===== config.mk =====
export PLATFORM = sky130hd
export DESIGN_NAME = window_prefetch_slot_manager
export DESIGN_NICKNAME = d
export VERILOG_FILES = /design/src/design/wpsm_pkg.sv /design/src/design/wpsm_mod.sv /design/src/design/wpsm_dp.sv /design/src/design/wpsm_ctrl.sv /design/src/design/window_prefetch_slot_manager.sv
export SDC_FILE = /design/constraint.sdc
export NUM_CORES = 2
export LEC_CHECK = 0
export BUFFER_PORTS_ARGS = -buffer_cell sky130_fd_sc_hd__buf_2
export CAP_MARGIN = 20
export CORE_MARGIN = 3
export CORE_UTILIZATION = 57
export CTS_CLUSTER_DIAMETER = 40
export DETAILED_ROUTE_END_ITERATION = 10
export PLACE_DENSITY = 0.75
export SLEW_MARGIN = 40
export SYNTH_ARGS = -nofsm -noshare
export SYNTH_HDL_FRONTEND = slang
export SYNTH_HIERARCHICAL = 1
export SYNTH_SLANG_ARGS = --single-unit

===== constraint.sdc =====
create_clock -name clk -period 15.1 [get_ports clk]
set_input_delay 1.51 -clock clk [delete_from_list [all_inputs] [get_ports clk]]
set_output_delay 1.51 -clock clk [all_outputs]
set_load 0.1 [all_outputs]

===== src/design/wpsm_pkg.sv =====
// ----------------------------------------------------------------------------
// wpsm_pkg: shared definitions for the window prefetch slot manager
// Sizes, function codes, register indexes and the controller/datapath link.
// ----------------------------------------------------------------------------
package wpsm_pkg;

  localparam int SLOTS      = 8;
  localparam int PENDING    = 8;
  localparam int SLOT_W     = (SLOTS > 1) ? $clog2(SLOTS) : 1;
  localparam int PEND_W     = (PENDING > 1) ? $clog2(PENDING) : 1;
  localparam int WLEN_W     = $clog2(SLOTS + 1);
  localparam int FRAME_W    = 16;
  localparam int SIZE_W     = 32;
  localparam int BYTES_W    = 35;
  localparam int CNT_W      = 32;
  localparam int FUNC_W     = 3;
  localparam int CFG_ADDR_W = 1;
  localparam int CFG_DATA_W = 32;

  localparam logic [FUNC_W-1:0] FUNC_SET_WINDOW = 3'd0;
  localparam logic [FUNC_W-1:0] FUNC_CLAIM      = 3'd1;
  localparam logic [FUNC_W-1:0] FUNC_COMPLETE   = 3'd2;
  localparam logic [FUNC_W-1:0] FUNC_TAKE       = 3'd3;
  localparam logic [FUNC_W-1:0] FUNC_QUERY      = 3'd4;

  localparam logic [CFG_ADDR_W-1:0] REG_FRAME_COUNT = 1'b0;
  localparam logic [CFG_ADDR_W-1:0] REG_BYTE_BUDGET = 1'b1;

  typedef enum logic [4:0] {
    CMD_NONE,
    CMD_LATCH,
    CMD_MOD_FI,
    CMD_MOD_FRONT,
    CMD_MOD_SLOT,
    CMD_SET_WIN,
    CMD_SET_FM,
    CMD_PRUNE,
    CMD_CLAIM_STEP,
    CMD_COMPLETE,
    CMD_EVICT_INIT,
    CMD_EVICT_SKIP,
    CMD_EVICT_CMP,
    CMD_EVICT_FREE,
    CMD_STORE,
    CMD_TAKE,
    CMD_QUERY,
    CMD_LOAD_OUT
  } dp_cmd_t;

  typedef struct packed {
    logic [FUNC_W-1:0] func;
    logic              mod_done;
    logic              pend_free;
    logic              pend_hit;
    logic              fi_in_range;
    logic              k_more;
    logic              cand_ok;
    logic              wanted_fi;
    logic              need_evict;
    logic              slot_cand;
    logic              ptr_last;
    logic              far_ok;
  } dp_stat_t;

endpackage


===== src/design/wpsm_mod.sv =====
// ----------------------------------------------------------------------------
// wpsm_mod: iterative remainder unit
// Computes dividend mod divisor, one dividend bit per cycle.
// ----------------------------------------------------------------------------
module wpsm_mod (
  input  logic                         clk,
  input  logic                         rst_n,
  input  logic                         start,
  input  logic [wpsm_pkg::FRAME_W-1:0] dividend,
  input  logic [wpsm_pkg::FRAME_W-1:0] divisor,
  output logic                         done,
  output logic [wpsm_pkg::FRAME_W-1:0] rem
);

  localparam int FW = wpsm_pkg::FRAME_W;
  localparam int CW = $clog2(FW + 1);

  logic          busy_r;
  logic          done_r;
  logic [CW-1:0] cnt_r;
  logic [FW-1:0] dvd_r;
  logic [FW-1:0] rem_r;
  logic [FW:0]   trial;
  logic [FW:0]   diff;
  logic [FW-1:0] rem_nxt;

  // Restoring step: shift in the next dividend bit, subtract if it fits.
  always_comb begin
    trial   = {rem_r, dvd_r[FW-1]};
    diff    = trial - {1'b0, divisor};
    rem_nxt = (trial >= {1'b0, divisor}) ? diff[FW-1:0] : trial[FW-1:0];
  end

  always_ff @(posedge clk) begin
    if (!rst_n) begin
      busy_r <= 1'b0;
      done_r <= 1'b0;
      cnt_r  <= '0;
    end else begin
      done_r <= busy_r && (cnt_r == CW'(1));
      if (start) begin
        busy_r <= 1'b1;
        cnt_r  <= CW'(FW);
      end else if (busy_r) begin
        cnt_r <= cnt_r - CW'(1);
        if (cnt_r == CW'(1)) begin
          busy_r <= 1'b0;
        end
      end
    end
  end

  always_ff @(posedge clk) begin
    if (start) begin
      dvd_r <= dividend;
      rem_r <= '0;
    end else if (busy_r) begin
      dvd_r <= {dvd_r[FW-2:0], 1'b0};
      rem_r <= rem_nxt;
    end
  end

  assign done = done_r;
  assign rem  = rem_r;

endmodule


===== src/design/wpsm_dp.sv =====
// ----------------------------------------------------------------------------
// wpsm_dp: slot manager datapath
// Slot and pending tables, window state, byte and decode counters, scratch
// registers for the scans and the result register, driven by commands.
// ----------------------------------------------------------------------------
module wpsm_dp (
  input  logic                            clk,
  input  logic                            rst_n,
  input  wpsm_pkg::dp_cmd_t               cmd,
  output wpsm_pkg::dp_stat_t              st,
  input  logic                            cfg_we,
  input  logic [wpsm_pkg::CFG_ADDR_W-1:0] cfg_addr,
  input  logic [wpsm_pkg::CFG_DATA_W-1:0] cfg_data,
  input  logic [wpsm_pkg::FUNC_W-1:0]     in_func,
  input  logic [wpsm_pkg::FRAME_W-1:0]    in_frame_index,
  input  logic [wpsm_pkg::FRAME_W-1:0]    in_window_count,
  input  logic [wpsm_pkg::SIZE_W-1:0]     in_picture_bytes,
  output logic                            out_status,
  output logic [wpsm_pkg::FRAME_W-1:0]    out_result_index,
  output logic [wpsm_pkg::SIZE_W-1:0]     out_result_bytes,
  output logic [wpsm_pkg::BYTES_W-1:0]    out_held_bytes,
  output logic [wpsm_pkg::CNT_W-1:0]      out_decode_total
);

  localparam int NS = wpsm_pkg::SLOTS;
  localparam int NP = wpsm_pkg::PENDING;
  localparam int SW = wpsm_pkg::SLOT_W;
  localparam int PW = wpsm_pkg::PEND_W;
  localparam int LW = wpsm_pkg::WLEN_W;
  localparam int FW = wpsm_pkg::FRAME_W;
  localparam int ZW = wpsm_pkg::SIZE_W;
  localparam int BW = wpsm_pkg::BYTES_W;
  localparam int CW = wpsm_pkg::CNT_W;

  // Configuration and architectural state.
  logic [FW-1:0] n_r;
  logic [ZW-1:0] budget_r;
  logic [NS-1:0] slot_valid_r;
  logic [FW-1:0] slot_frame_r [NS];
  logic [ZW-1:0] slot_size_r  [NS];
  logic [NP-1:0] pend_valid_r;
  logic [FW-1:0] pend_frame_r [NP];
  logic [FW-1:0] front_r;
  logic [LW-1:0] wlen_r;
  logic [BW-1:0] bytes_r;
  logic [CW-1:0] dec_r;

  // Request and scratch.
  logic [wpsm_pkg::FUNC_W-1:0] func_r;
  logic [FW-1:0] fi_r;
  logic [FW-1:0] wc_r;
  logic [ZW-1:0] pb_r;
  logic [FW-1:0] fm_r;
  logic [SW-1:0] ptr_r;
  logic [LW-1:0] k_r;
  logic [SW-1:0] pick_r;
  logic          pick_ok_r;
  logic [SW-1:0] far_r;
  logic          far_ok_r;
  logic [FW-1:0] far_d_r;
  logic          stat_r;
  logic [FW-1:0] ridx_r;
  logic [ZW-1:0] rbytes_r;

  // Result register.
  logic          o_status_r;
  logic [FW-1:0] o_idx_r;
  logic [ZW-1:0] o_bytes_r;
  logic [BW-1:0] o_held_r;
  logic [CW-1:0] o_dec_r;

  logic          n_zero;
  logic [PW-1:0] pf_idx;
  logic          pf_ok;
  logic [PW-1:0] ph_idx;
  logic          ph_ok;
  logic [SW-1:0] sf_idx;
  logic          sf_ok;
  logic [SW-1:0] hw_idx;
  logic          hw_ok;
  logic [FW:0]   csum;
  logic [FW-1:0] cidx;
  logic          c_held;
  logic          c_busy;
  logic          claim_ok;
  logic [SW-1:0] rd_idx;
  logic [FW-1:0] rd_frame;
  logic [ZW-1:0] rd_size;
  logic          rd_wanted;
  logic [LW-1:0] lim;
  logic [LW-1:0] wlen_new;
  logic [FW-1:0] ev_d;
  logic [BW:0]   bytes_sum;
  logic          mod_start;
  logic [FW-1:0] mod_dvd;
  logic          mod_done;
  logic [FW-1:0] mod_rem;

  // Forward distance from the front on the circular list; both operands < n.
  function automatic logic [FW-1:0] dist_f(input logic [FW-1:0] a,
                                           input logic [FW-1:0] f,
                                           input logic [FW-1:0] nn);
    logic [FW:0] t;
    begin
      if (a >= f) t = {1'b0, a} - {1'b0, f};
      else t = {1'b0, a} + {1'b0, nn} - {1'b0, f};
      return t[FW-1:0];
    end
  endfunction

  assign n_zero = (n_r == '0);

  // First-match searches over the small tables.
  always_comb begin
    pf_idx = '0;
    pf_ok  = 1'b0;
    ph_idx = '0;
    ph_ok  = 1'b0;
    c_busy = 1'b0;
    for (int i = NP - 1; i >= 0; i--) begin
      if (!pend_valid_r[i]) begin
        pf_idx = PW'(i);
        pf_ok  = 1'b1;
      end
      if (pend_valid_r[i] && pend_frame_r[i] == fi_r) begin
        ph_idx = PW'(i);
        ph_ok  = 1'b1;
      end
      if (pend_valid_r[i] && pend_frame_r[i] == cidx) begin
        c_busy = 1'b1;
      end
    end
  end

  always_comb begin
    sf_idx = '0;
    sf_ok  = 1'b0;
    hw_idx = '0;
    hw_ok  = 1'b0;
    c_held = 1'b0;
    for (int i = NS - 1; i >= 0; i--) begin
      if (!slot_valid_r[i]) begin
        sf_idx = SW'(i);
        sf_ok  = 1'b1;
      end
      if (slot_valid_r[i] && slot_frame_r[i] == fi_r) begin
        hw_idx = SW'(i);
        hw_ok  = 1'b1;
      end
      if (slot_valid_r[i] && slot_frame_r[i] == cidx) begin
        c_held = 1'b1;
      end
    end
  end

  // Claim candidate: front plus offset, wrapped once (offset is below n).
  always_comb begin
    csum = {1'b0, fm_r} + (FW + 1)'(k_r);
    if (csum >= {1'b0, n_r}) csum = csum - {1'b0, n_r};
    cidx     = csum[FW-1:0];
    claim_ok = !c_held && !c_busy;
  end

  // One read port into the slot table.
  always_comb begin
    case (cmd)
      wpsm_pkg::CMD_TAKE:       rd_idx = hw_idx;
      wpsm_pkg::CMD_EVICT_FREE: rd_idx = far_r;
      default:                  rd_idx = ptr_r;
    endcase
  end

  assign rd_frame  = slot_frame_r[rd_idx];
  assign rd_size   = slot_size_r[rd_idx];
  assign rd_wanted = !n_zero && (rd_frame < n_r) &&
                     (dist_f(rd_frame, fm_r, n_r) < FW'(wlen_r));

  always_comb begin
    lim      = (n_r < FW'(NS)) ? n_r[LW-1:0] : LW'(NS);
    wlen_new = (wc_r < FW'(lim)) ? wc_r[LW-1:0] : lim;
  end

  assign ev_d      = dist_f(mod_rem, fm_r, n_r);
  assign bytes_sum = {1'b0, bytes_r} + (BW + 1)'(pb_r);

  assign mod_start = (cmd == wpsm_pkg::CMD_MOD_FI) || (cmd == wpsm_pkg::CMD_MOD_FRONT) ||
                     (cmd == wpsm_pkg::CMD_MOD_SLOT);

  always_comb begin
    case (cmd)
      wpsm_pkg::CMD_MOD_FI:    mod_dvd = fi_r;
      wpsm_pkg::CMD_MOD_FRONT: mod_dvd = front_r;
      default:                 mod_dvd = rd_frame;
    endcase
  end

  wpsm_mod u_mod (
    .clk      (clk),
    .rst_n    (rst_n),
    .start    (mod_start),
    .dividend (mod_dvd),
    .divisor  (n_r),
    .done     (mod_done),
    .rem      (mod_rem)
  );

  always_comb begin
    st.func        = func_r;
    st.mod_done    = mod_done;
    st.pend_free   = pf_ok;
    st.pend_hit    = ph_ok;
    st.fi_in_range = !n_zero && (fi_r < n_r);
    st.k_more      = (k_r < wlen_r) && (FW'(k_r) < n_r);
    st.cand_ok     = claim_ok;
    st.wanted_fi   = dist_f(fi_r, fm_r, n_r) < FW'(wlen_r);
    st.need_evict  = !pick_ok_r || (bytes_sum > (BW + 1)'(budget_r));
    st.slot_cand   = slot_valid_r[ptr_r] && !(pick_ok_r && ptr_r == pick_r);
    st.ptr_last    = (ptr_r == SW'(NS - 1));
    st.far_ok      = far_ok_r;
  end

  // Control state and counters.
  always_ff @(posedge clk) begin
    if (!rst_n) begin
      n_r          <= '0;
      budget_r     <= '0;
      slot_valid_r <= '0;
      pend_valid_r <= '0;
      front_r      <= '0;
      wlen_r       <= '0;
      bytes_r      <= '0;
      dec_r        <= '0;
    end else begin
      if (cfg_we) begin
        case (cfg_addr)
          wpsm_pkg::REG_FRAME_COUNT: n_r <= cfg_data[FW-1:0];
          wpsm_pkg::REG_BYTE_BUDGET: budget_r <= cfg_data[ZW-1:0];
          default: ;
        endcase
      end
      case (cmd)
        wpsm_pkg::CMD_SET_WIN: begin
          front_r <= n_zero ? '0 : mod_rem;
          wlen_r  <= wlen_new;
        end
        wpsm_pkg::CMD_PRUNE: begin
          if (slot_valid_r[ptr_r] && !rd_wanted) begin
            slot_valid_r[ptr_r] <= 1'b0;
            bytes_r             <= bytes_r - BW'(rd_size);
          end
        end
        wpsm_pkg::CMD_CLAIM_STEP: begin
          if (claim_ok) pend_valid_r[pf_idx] <= 1'b1;
        end
        wpsm_pkg::CMD_COMPLETE: begin
          pend_valid_r[ph_idx] <= 1'b0;
          dec_r                <= dec_r + CW'(1);
        end
        wpsm_pkg::CMD_EVICT_FREE: begin
          slot_valid_r[far_r] <= 1'b0;
          bytes_r             <= bytes_r - BW'(rd_size);
        end
        wpsm_pkg::CMD_STORE: begin
          if (pick_ok_r) begin
            slot_valid_r[pick_r] <= 1'b1;
            bytes_r              <= bytes_sum[BW-1:0];
          end
        end
        wpsm_pkg::CMD_TAKE: begin
          if (hw_ok) begin
            slot_valid_r[hw_idx] <= 1'b0;
            bytes_r              <= bytes_r - BW'(rd_size);
          end
        end
        default: ;
      endcase
    end
  end

  // Payload: table entries, request, scratch and result.
  always_ff @(posedge clk) begin
    case (cmd)
      wpsm_pkg::CMD_LATCH: begin
        func_r   <= in_func;
        fi_r     <= in_frame_index;
        wc_r     <= in_window_count;
        pb_r     <= in_picture_bytes;
        stat_r   <= 1'b1;
        ridx_r   <= '0;
        rbytes_r <= '0;
        ptr_r    <= '0;
        k_r      <= '0;
      end
      wpsm_pkg::CMD_SET_WIN: begin
        fm_r   <= n_zero ? '0 : mod_rem;
        ptr_r  <= '0;
        stat_r <= 1'b0;
      end
      wpsm_pkg::CMD_SET_FM: begin
        fm_r <= mod_rem;
        k_r  <= '0;
      end
      wpsm_pkg::CMD_PRUNE: ptr_r <= ptr_r + SW'(1);
      wpsm_pkg::CMD_CLAIM_STEP: begin
        if (claim_ok) begin
          pend_frame_r[pf_idx] <= cidx;
          stat_r               <= 1'b0;
          ridx_r               <= cidx;
        end else begin
          k_r <= k_r + LW'(1);
        end
      end
      wpsm_pkg::CMD_COMPLETE: begin
        pick_r    <= sf_idx;
        pick_ok_r <= sf_ok;
      end
      wpsm_pkg::CMD_EVICT_INIT: begin
        far_ok_r <= 1'b0;
        ptr_r    <= '0;
      end
      wpsm_pkg::CMD_EVICT_SKIP: ptr_r <= ptr_r + SW'(1);
      wpsm_pkg::CMD_EVICT_CMP: begin
        // Strictly farther wins, so the first slot keeps a tie.
        if (!far_ok_r || ev_d > far_d_r) begin
          far_r    <= ptr_r;
          far_d_r  <= ev_d;
          far_ok_r <= 1'b1;
        end
        ptr_r <= ptr_r + SW'(1);
      end
      wpsm_pkg::CMD_EVICT_FREE: begin
        if (!pick_ok_r) begin
          pick_r    <= far_r;
          pick_ok_r <= 1'b1;
        end
      end
      wpsm_pkg::CMD_STORE: begin
        if (pick_ok_r) begin
          slot_frame_r[pick_r] <= fi_r;
          slot_size_r[pick_r]  <= pb_r;
        end
        stat_r <= 1'b0;
      end
      wpsm_pkg::CMD_TAKE: begin
        if (hw_ok) begin
          rbytes_r <= rd_size;
          stat_r   <= 1'b0;
        end
      end
      wpsm_pkg::CMD_QUERY: begin
        if (hw_ok) stat_r <= 1'b0;
      end
      wpsm_pkg::CMD_LOAD_OUT: begin
        o_status_r <= stat_r;
        o_idx_r    <= ridx_r;
        o_bytes_r  <= rbytes_r;
        o_held_r   <= bytes_r;
        o_dec_r    <= dec_r;
      end
      default: ;
    endcase
  end

  assign out_status       = o_status_r;
  assign out_result_index = o_idx_r;
  assign out_result_bytes = o_bytes_r;
  assign out_held_bytes   = o_held_r;
  assign out_decode_total = o_dec_r;

  // Held bytes move only under a command, never on their own.
  a_bytes_quiet: assert property (@(posedge clk) disable iff (!rst_n)
    (cmd == wpsm_pkg::CMD_NONE) |=> (bytes_r == $past(bytes_r)))
    else $error("held byte total changed without a command");

endmodule


===== src/design/wpsm_ctrl.sv =====
// ----------------------------------------------------------------------------
// wpsm_ctrl: slot manager controller
// Sequences each request through the datapath and owns both handshakes.
// ----------------------------------------------------------------------------
module wpsm_ctrl (
  input  logic               clk,
  input  logic               rst_n,
  input  logic               in_valid,
  output logic               in_stall,
  output logic               out_valid,
  input  logic               out_stall,
  input  wpsm_pkg::dp_stat_t st,
  output wpsm_pkg::dp_cmd_t  cmd
);

  typedef enum logic [3:0] {
    S_IDLE,
    S_DECODE,
    S_FI_WAIT,
    S_PRUNE,
    S_CLAIM_FM,
    S_CLAIM,
    S_CHK_WANT,
    S_WANT_FM,
    S_WANT_TEST,
    S_EV_CHECK,
    S_EV_SCAN,
    S_EV_WAIT,
    S_EV_END,
    S_DONE
  } state_t;

  state_t state_r;
  state_t state_nxt;
  logic   out_valid_r;
  logic   out_valid_nxt;

  always_comb begin
    state_nxt     = state_r;
    cmd           = wpsm_pkg::CMD_NONE;
    out_valid_nxt = out_valid_r && out_stall;
    case (state_r)
      S_IDLE: begin
        if (in_valid) begin
          cmd       = wpsm_pkg::CMD_LATCH;
          state_nxt = S_DECODE;
        end
      end
      S_DECODE: begin
        case (st.func)
          wpsm_pkg::FUNC_SET_WINDOW: begin
            cmd       = wpsm_pkg::CMD_MOD_FI;
            state_nxt = S_FI_WAIT;
          end
          wpsm_pkg::FUNC_CLAIM: begin
            if (st.pend_free) begin
              cmd       = wpsm_pkg::CMD_MOD_FRONT;
              state_nxt = S_CLAIM_FM;
            end else begin
              state_nxt = S_DONE;
            end
          end
          wpsm_pkg::FUNC_COMPLETE: begin
            if (st.pend_hit) begin
              cmd       = wpsm_pkg::CMD_COMPLETE;
              state_nxt = S_CHK_WANT;
            end else begin
              state_nxt = S_DONE;
            end
          end
          wpsm_pkg::FUNC_TAKE: begin
            cmd       = wpsm_pkg::CMD_TAKE;
            state_nxt = S_DONE;
          end
          wpsm_pkg::FUNC_QUERY: begin
            cmd       = wpsm_pkg::CMD_QUERY;
            state_nxt = S_DONE;
          end
          default: state_nxt = S_DONE;
        endcase
      end
      S_FI_WAIT: begin
        if (st.mod_done) begin
          cmd       = wpsm_pkg::CMD_SET_WIN;
          state_nxt = S_PRUNE;
        end
      end
      S_PRUNE: begin
        cmd = wpsm_pkg::CMD_PRUNE;
        if (st.ptr_last) state_nxt = S_DONE;
      end
      S_CLAIM_FM: begin
        if (st.mod_done) begin
          cmd       = wpsm_pkg::CMD_SET_FM;
          state_nxt = S_CLAIM;
        end
      end
      S_CLAIM: begin
        if (!st.k_more) begin
          state_nxt = S_DONE;
        end else begin
          cmd = wpsm_pkg::CMD_CLAIM_STEP;
          if (st.cand_ok) state_nxt = S_DONE;
        end
      end
      S_CHK_WANT: begin
        if (st.fi_in_range) begin
          cmd       = wpsm_pkg::CMD_MOD_FRONT;
          state_nxt = S_WANT_FM;
        end else begin
          state_nxt = S_DONE;
        end
      end
      S_WANT_FM: begin
        if (st.mod_done) begin
          cmd       = wpsm_pkg::CMD_SET_FM;
          state_nxt = S_WANT_TEST;
        end
      end
      S_WANT_TEST: begin
        state_nxt = st.wanted_fi ? S_EV_CHECK : S_DONE;
      end
      S_EV_CHECK: begin
        if (st.need_evict) begin
          cmd       = wpsm_pkg::CMD_EVICT_INIT;
          state_nxt = S_EV_SCAN;
        end else begin
          cmd       = wpsm_pkg::CMD_STORE;
          state_nxt = S_DONE;
        end
      end
      S_EV_SCAN: begin
        if (st.slot_cand) begin
          cmd       = wpsm_pkg::CMD_MOD_SLOT;
          state_nxt = S_EV_WAIT;
        end else begin
          cmd = wpsm_pkg::CMD_EVICT_SKIP;
          if (st.ptr_last) state_nxt = S_EV_END;
        end
      end
      S_EV_WAIT: begin
        if (st.mod_done) begin
          cmd       = wpsm_pkg::CMD_EVICT_CMP;
          state_nxt = st.ptr_last ? S_EV_END : S_EV_SCAN;
        end
      end
      S_EV_END: begin
        if (st.far_ok) begin
          cmd       = wpsm_pkg::CMD_EVICT_FREE;
          state_nxt = S_EV_CHECK;
        end else begin
          cmd       = wpsm_pkg::CMD_STORE;
          state_nxt = S_DONE;
        end
      end
      S_DONE: begin
        if (!out_valid_r || !out_stall) begin
          cmd           = wpsm_pkg::CMD_LOAD_OUT;
          out_valid_nxt = 1'b1;
          state_nxt     = S_IDLE;
        end
      end
      default: state_nxt = S_IDLE;
    endcase
  end

  always_ff @(posedge clk) begin
    if (!rst_n) begin
      state_r     <= S_IDLE;
      out_valid_r <= 1'b0;
    end else begin
      state_r     <= state_nxt;
      out_valid_r <= out_valid_nxt;
    end
  end

  assign in_stall  = (state_r != S_IDLE);
  assign out_valid = out_valid_r;

  a_take_request: assert property (@(posedge clk) disable iff (!rst_n)
    (state_r == S_IDLE && in_valid) |=> (state_r == S_DECODE))
    else $error("accepted request was not decoded");

  a_hold_result: assert property (@(posedge clk) disable iff (!rst_n)
    (state_r == S_DONE && out_valid_r && out_stall) |=> (state_r == S_DONE))
    else $error("result overwrote an undelivered one");

  a_mod_wait: assert property (@(posedge clk) disable iff (!rst_n)
    st.mod_done |-> (state_r == S_FI_WAIT || state_r == S_CLAIM_FM ||
                     state_r == S_WANT_FM || state_r == S_EV_WAIT))
    else $error("remainder finished outside a wait state");

  a_result_source: assert property (@(posedge clk) disable iff (!rst_n)
    $rose(out_valid_r) |-> ($past(state_r) == S_DONE))
    else $error("result raised without a finished request");

endmodule


===== src/design/window_prefetch_slot_manager.sv =====
// ----------------------------------------------------------------------------
// window_prefetch_slot_manager: sliding-window prefetch slot table
// Keeps held pictures and pending decodes for a circular list of frames,
// with window pruning, claim, completion with byte-budget eviction, take
// and query requests.
// ----------------------------------------------------------------------------
//
//   Channel  Handshake             Payload
//   in_      in_valid / in_stall   func, frame_index, window_count, picture_bytes
//   out_     out_valid / out_stall status, result_index, result_bytes,
//                                  held_bytes, decode_total
//   cfg_     cfg_valid / cfg_ready cfg_addr (0 frame_count, 1 byte_budget), cfg_data
//
// One request is worked on at a time. Frame indexes are reduced modulo
// frame_count in a shared remainder unit; the claim candidate and the
// window distances wrap by plain arithmetic instead. A completion
// that evicts rescans the held slots through the remainder unit in
// every eviction round. Reset clears all control state at once; there is
// no clearing pass. A stalled result stays in the output register; the
// next request may be taken meanwhile and finishes into that register
// once it drains. cfg_ready is always high; configuration is to be
// written by the user only while the block is idle, as the block
// itself does not enforce it.
//
module window_prefetch_slot_manager (
  input  logic                            clk,
  input  logic                            rst_n,
  input  logic                            in_valid,
  output logic                            in_stall,
  input  logic [wpsm_pkg::FUNC_W-1:0]     in_func,
  input  logic [wpsm_pkg::FRAME_W-1:0]    in_frame_index,
  input  logic [wpsm_pkg::FRAME_W-1:0]    in_window_count,
  input  logic [wpsm_pkg::SIZE_W-1:0]     in_picture_bytes,
  output logic                            out_valid,
  input  logic                            out_stall,
  output logic                            out_status,
  output logic [wpsm_pkg::FRAME_W-1:0]    out_result_index,
  output logic [wpsm_pkg::SIZE_W-1:0]     out_result_bytes,
  output logic [wpsm_pkg::BYTES_W-1:0]    out_held_bytes,
  output logic [wpsm_pkg::CNT_W-1:0]      out_decode_total,
  input  logic                            cfg_valid,
  output logic                            cfg_ready,
  input  logic [wpsm_pkg::CFG_ADDR_W-1:0] cfg_addr,
  input  logic [wpsm_pkg::CFG_DATA_W-1:0] cfg_data
);

  wpsm_pkg::dp_cmd_t  cmd;
  wpsm_pkg::dp_stat_t st;

  // The register file never pushes back.
  assign cfg_ready = 1'b1;

  // The controller decides what happens each cycle; the datapath only
  // executes the command it is given and reports flags back.
  wpsm_ctrl u_ctrl (
    .clk       (clk),
    .rst_n     (rst_n),
    .in_valid  (in_valid),
    .in_stall  (in_stall),
    .out_valid (out_valid),
    .out_stall (out_stall),
    .st        (st),
    .cmd       (cmd)
  );

  wpsm_dp u_dp (
    .clk              (clk),
    .rst_n            (rst_n),
    .cmd              (cmd),
    .st               (st),
    .cfg_we           (cfg_valid),
    .cfg_addr         (cfg_addr),
    .cfg_data         (cfg_data),
    .in_func          (in_func),
    .in_frame_index   (in_frame_index),
    .in_window_count  (in_window_count),
    .in_picture_bytes (in_picture_bytes),
    .out_status       (out_status),
    .out_result_index (out_result_index),
    .out_result_bytes (out_result_bytes),
    .out_held_bytes   (out_held_bytes),
    .out_decode_total (out_decode_total)
  );

endmodule

==> metrics <==
fin util=65.67%; Nets=6478; max-cap viol count=0; DR pass1 iterations=10; Final Max Slew Viols=0; PortBufs=222; DRT iter0 DRCs=6996; Most used DFF post-synth=edfxtp_1; cell mode on critical path=nor2_1; met3 track demand over resource=10.34%; final wirelength=212600 um; Initial Util=57.72%; clock latency at the later pin of the worst-skew pair=0.75 ns; minimum clock period=14.10 ns; Seq/Total Area, Yosys=47.10%; Avg Cell Area, Syn=10.17 um^2; Yosys cell types=121; clk buf depth=3; Cells after DPL=7251; I/O Pins=224; chip width=327.9 um; vias in the first global route=47220; vias=50180; P_leak=25.10 nW; Fin. Hold Viols=0; final period utilization=93.41%; Avg WL per Cell=28.28 um; leading area contributor after synthesis=edfxtp_1; CTS buffer count=139; Worst VDD drop=172.3 uV; RSZ-0062 raised after global routing=no; Layout Skew=0.03665 ns; synthesized netlist net count=6256; placed cell areas=62110 um^2; die height=327.9 um; dpl hpwl=147400 um; Simple-Gate Fraction of Synth Area=14.74%; met1 usage=50.51%; Compound-Gate Fraction of Synth Area=14.84%; commonest non-fill, non-tap cells in the layout=807 x edfxtp_1, 631 x nand2_1, 421 x xnor2_1; FMAX=0.07090 GHz; CP Max Fanout=61; DRC=0; Hold/Removal Path Class=reg -> reg; layout cells sized above 1=12.46%; r2r setup slk=1.0 ns; clock slew at reported path FFs=0.06 ns; Synth area leaders=edfxtp_1 41%, xnor2_1 6.3%, ha_1 6.2%; Crit-path slowest cell=o41ai_1; Root Driver=clkbuf_16; post-synthesis register bit count=986; YS warnings=6; first-pass GRT wire length=308200 um; mapped cell area=59060 um^2; vias per inst=6.673; PD cells=228.7 nW/um^2; GRT Overall Usage=38.67%; Worst slew margin=37.85%; Setup crit end kind=register; H-Tree Depth=4; post-synthesis mux area share=1.960%; GR Layer Usage met2=57.88%; gr ovfl total=0; largest net degree at the start of global routing=85; final setup vio count=0; Crit Path Category=reg -> reg; post-route ant nets=0; CP startpoint kind=register; final std cells w/o fill=7519; Mapped Cells=5806; largest family of logic cells by synthesized area=compound AO/OA/AOI/OAI gates; final std cell area, no fill=67190 um^2; routability cong.=1.109; Cell Rows=117; antenna violations before repair=2; area grow syn2layout=13.77%; commonest non-fill, non-tap cell in the layout=edfxtp_1; Sink Count=986; Least-Margin Pin Slew=0.9063 ns; status=finished, final reports clean; die area=107500 um^2; CP max stage delay=0.56 ns; top cell type's share of synthesized area=41.03%; area of the core=102300 um^2; Synth async-reset ratio=0%; adder-cell share of the synthesized area=7.999%; CP arrival=14.73 ns; TritonCTS clock tree=built; setup tns final=0 ns; Post-synth EDFFs=807; XOR/XNOR Fraction of Synth Area=9.230%; WP data required=15.72 ns; GRT busiest layer=met2
[critical path, delay by kind of cell, from the launching register on]
| kind | cells | cell delay [ns] |
|---|---|---|
| xor gates and xnor gates | 1 | 0.19 |
| AOI/OAI and AO/OA | 34 | 8.07 |
| muxes | 1 | 0.38 |
| adders and majority gates | 6 | 1.83 |
| buffers and inverters | 2 | 0.76 |
| DFF | 1 | 0.52 |
| and+or+nand+nor | 14 | 2.15 |
[path summary, 6_finish.rpt]
check / start / endpoint / cells after the start
worst max register to register: u_dp/pb_r[0]$_DFFE_PP_ / u_dp/bytes_r[24]$_SDFFE_PN0P_ / 58
worst max-delay path: u_dp/pb_r[0]$_DFFE_PP_ / u_dp/bytes_r[24]$_SDFFE_PN0P_ / 58
worst min-delay path: u_dp/rbytes_r[16]$_SDFFCE_PP0P_ / u_dp/out_result_bytes[16]$_DFFE_PN_ / 0
worst min register to register: u_dp/rbytes_r[16]$_SDFFCE_PP0P_ / u_dp/out_result_bytes[16]$_DFFE_PN_ / 0
[repair_timing]
item                                    in CTS  in global routing
endpoints found under the setup margin       0                  2
hold buffers                                 0                  0
gates resized for setup                      0                  1
buffers inserted                             0                  0
[logic make-up after synthesis]
family	count (synthesis)
compound gates	1307
xor+xnor	620
fa+ha+maj	346
buf+inv	609
flops	986
mux	110
other cells	1
simple gates	1827
[stage by stage]
stage	worst slack (ns)	total power, mW	hold WS (ns)
6_report	0.9958	15.37	0.4101
5_1_grt	0.2091	16.01	0.4135
4_1_cts	0.9462	15.05	0.4081
3_5_place_dp	1.008	11.59	0.4045
3_3_place_gp	1.576	11.46	0.4011
2_1_floorplan	1.064	9.087	0.4003
[routing by layer]
metal / vias to the layer above / share of wire, %
met5: - / 0.012
met4: 4 / 6.9
met3: 912 / 13
met2: 3550 / 43
met1: 24000 / 37
li1: 21710 / -
[registers in the layout, summed over array words and instances (netlist names), 32 cells and up]
register and count:
u_dp/slot_size_r 256, u_dp/dec_r 32, u_dp/budget_r 32, u_dp/rbytes_r 32
u_dp/slot_frame_r 128, u_dp/pend_frame_r 128, u_dp/pb_r 32, u_dp/bytes_r 35
u_dp/out_decode_total 32, u_dp/out_result_bytes 32, u_dp/out_held_bytes 35
[synthesized netlist by cell type, types with 32 or more instances]
cell and number:
o211ai_1 53, nor2b_1 57, nand3b_1 32, inv_1 310, mux2i_1 85, a31oi_1 63, nor2_1 367, fa_1 53
a21o_1 72, dfxtp_1 179, o21ai_0 239, and2_1 43, nand4_1 111, ha_1 292, buf_1 43, nor3_1 111
a211oi_1 109, buf_2 55, xor2_1 192, nand2_1 631, a21oi_1 340, xnor2_1 426, nand3_1 213, clkbuf_1 176
edfxtp_1 807, nand2b_1 60, o21a_1 37, nor4_1 73
[area by class of cell]
cell class / instances / area (um^2)
antenna: 5 / 12.51
clock buffer: 164 / 3719
clock inverter: 95 / 1245
fill: 7833 / 35130
inverter: 318 / 1196
multi-input combinational: 4211 / 29160
sequential: 986 / 27820
tap: 1368 / 1712
timing repair buffer: 372 / 2327
[power breakdown]
group          switching (mW)  internal, mW
logic                    5.24          2.73
registers               0.375          3.59
clock network            1.33          2.10
total                    6.94          8.43
No activity file was read; power rests on OpenSTA's default activity.
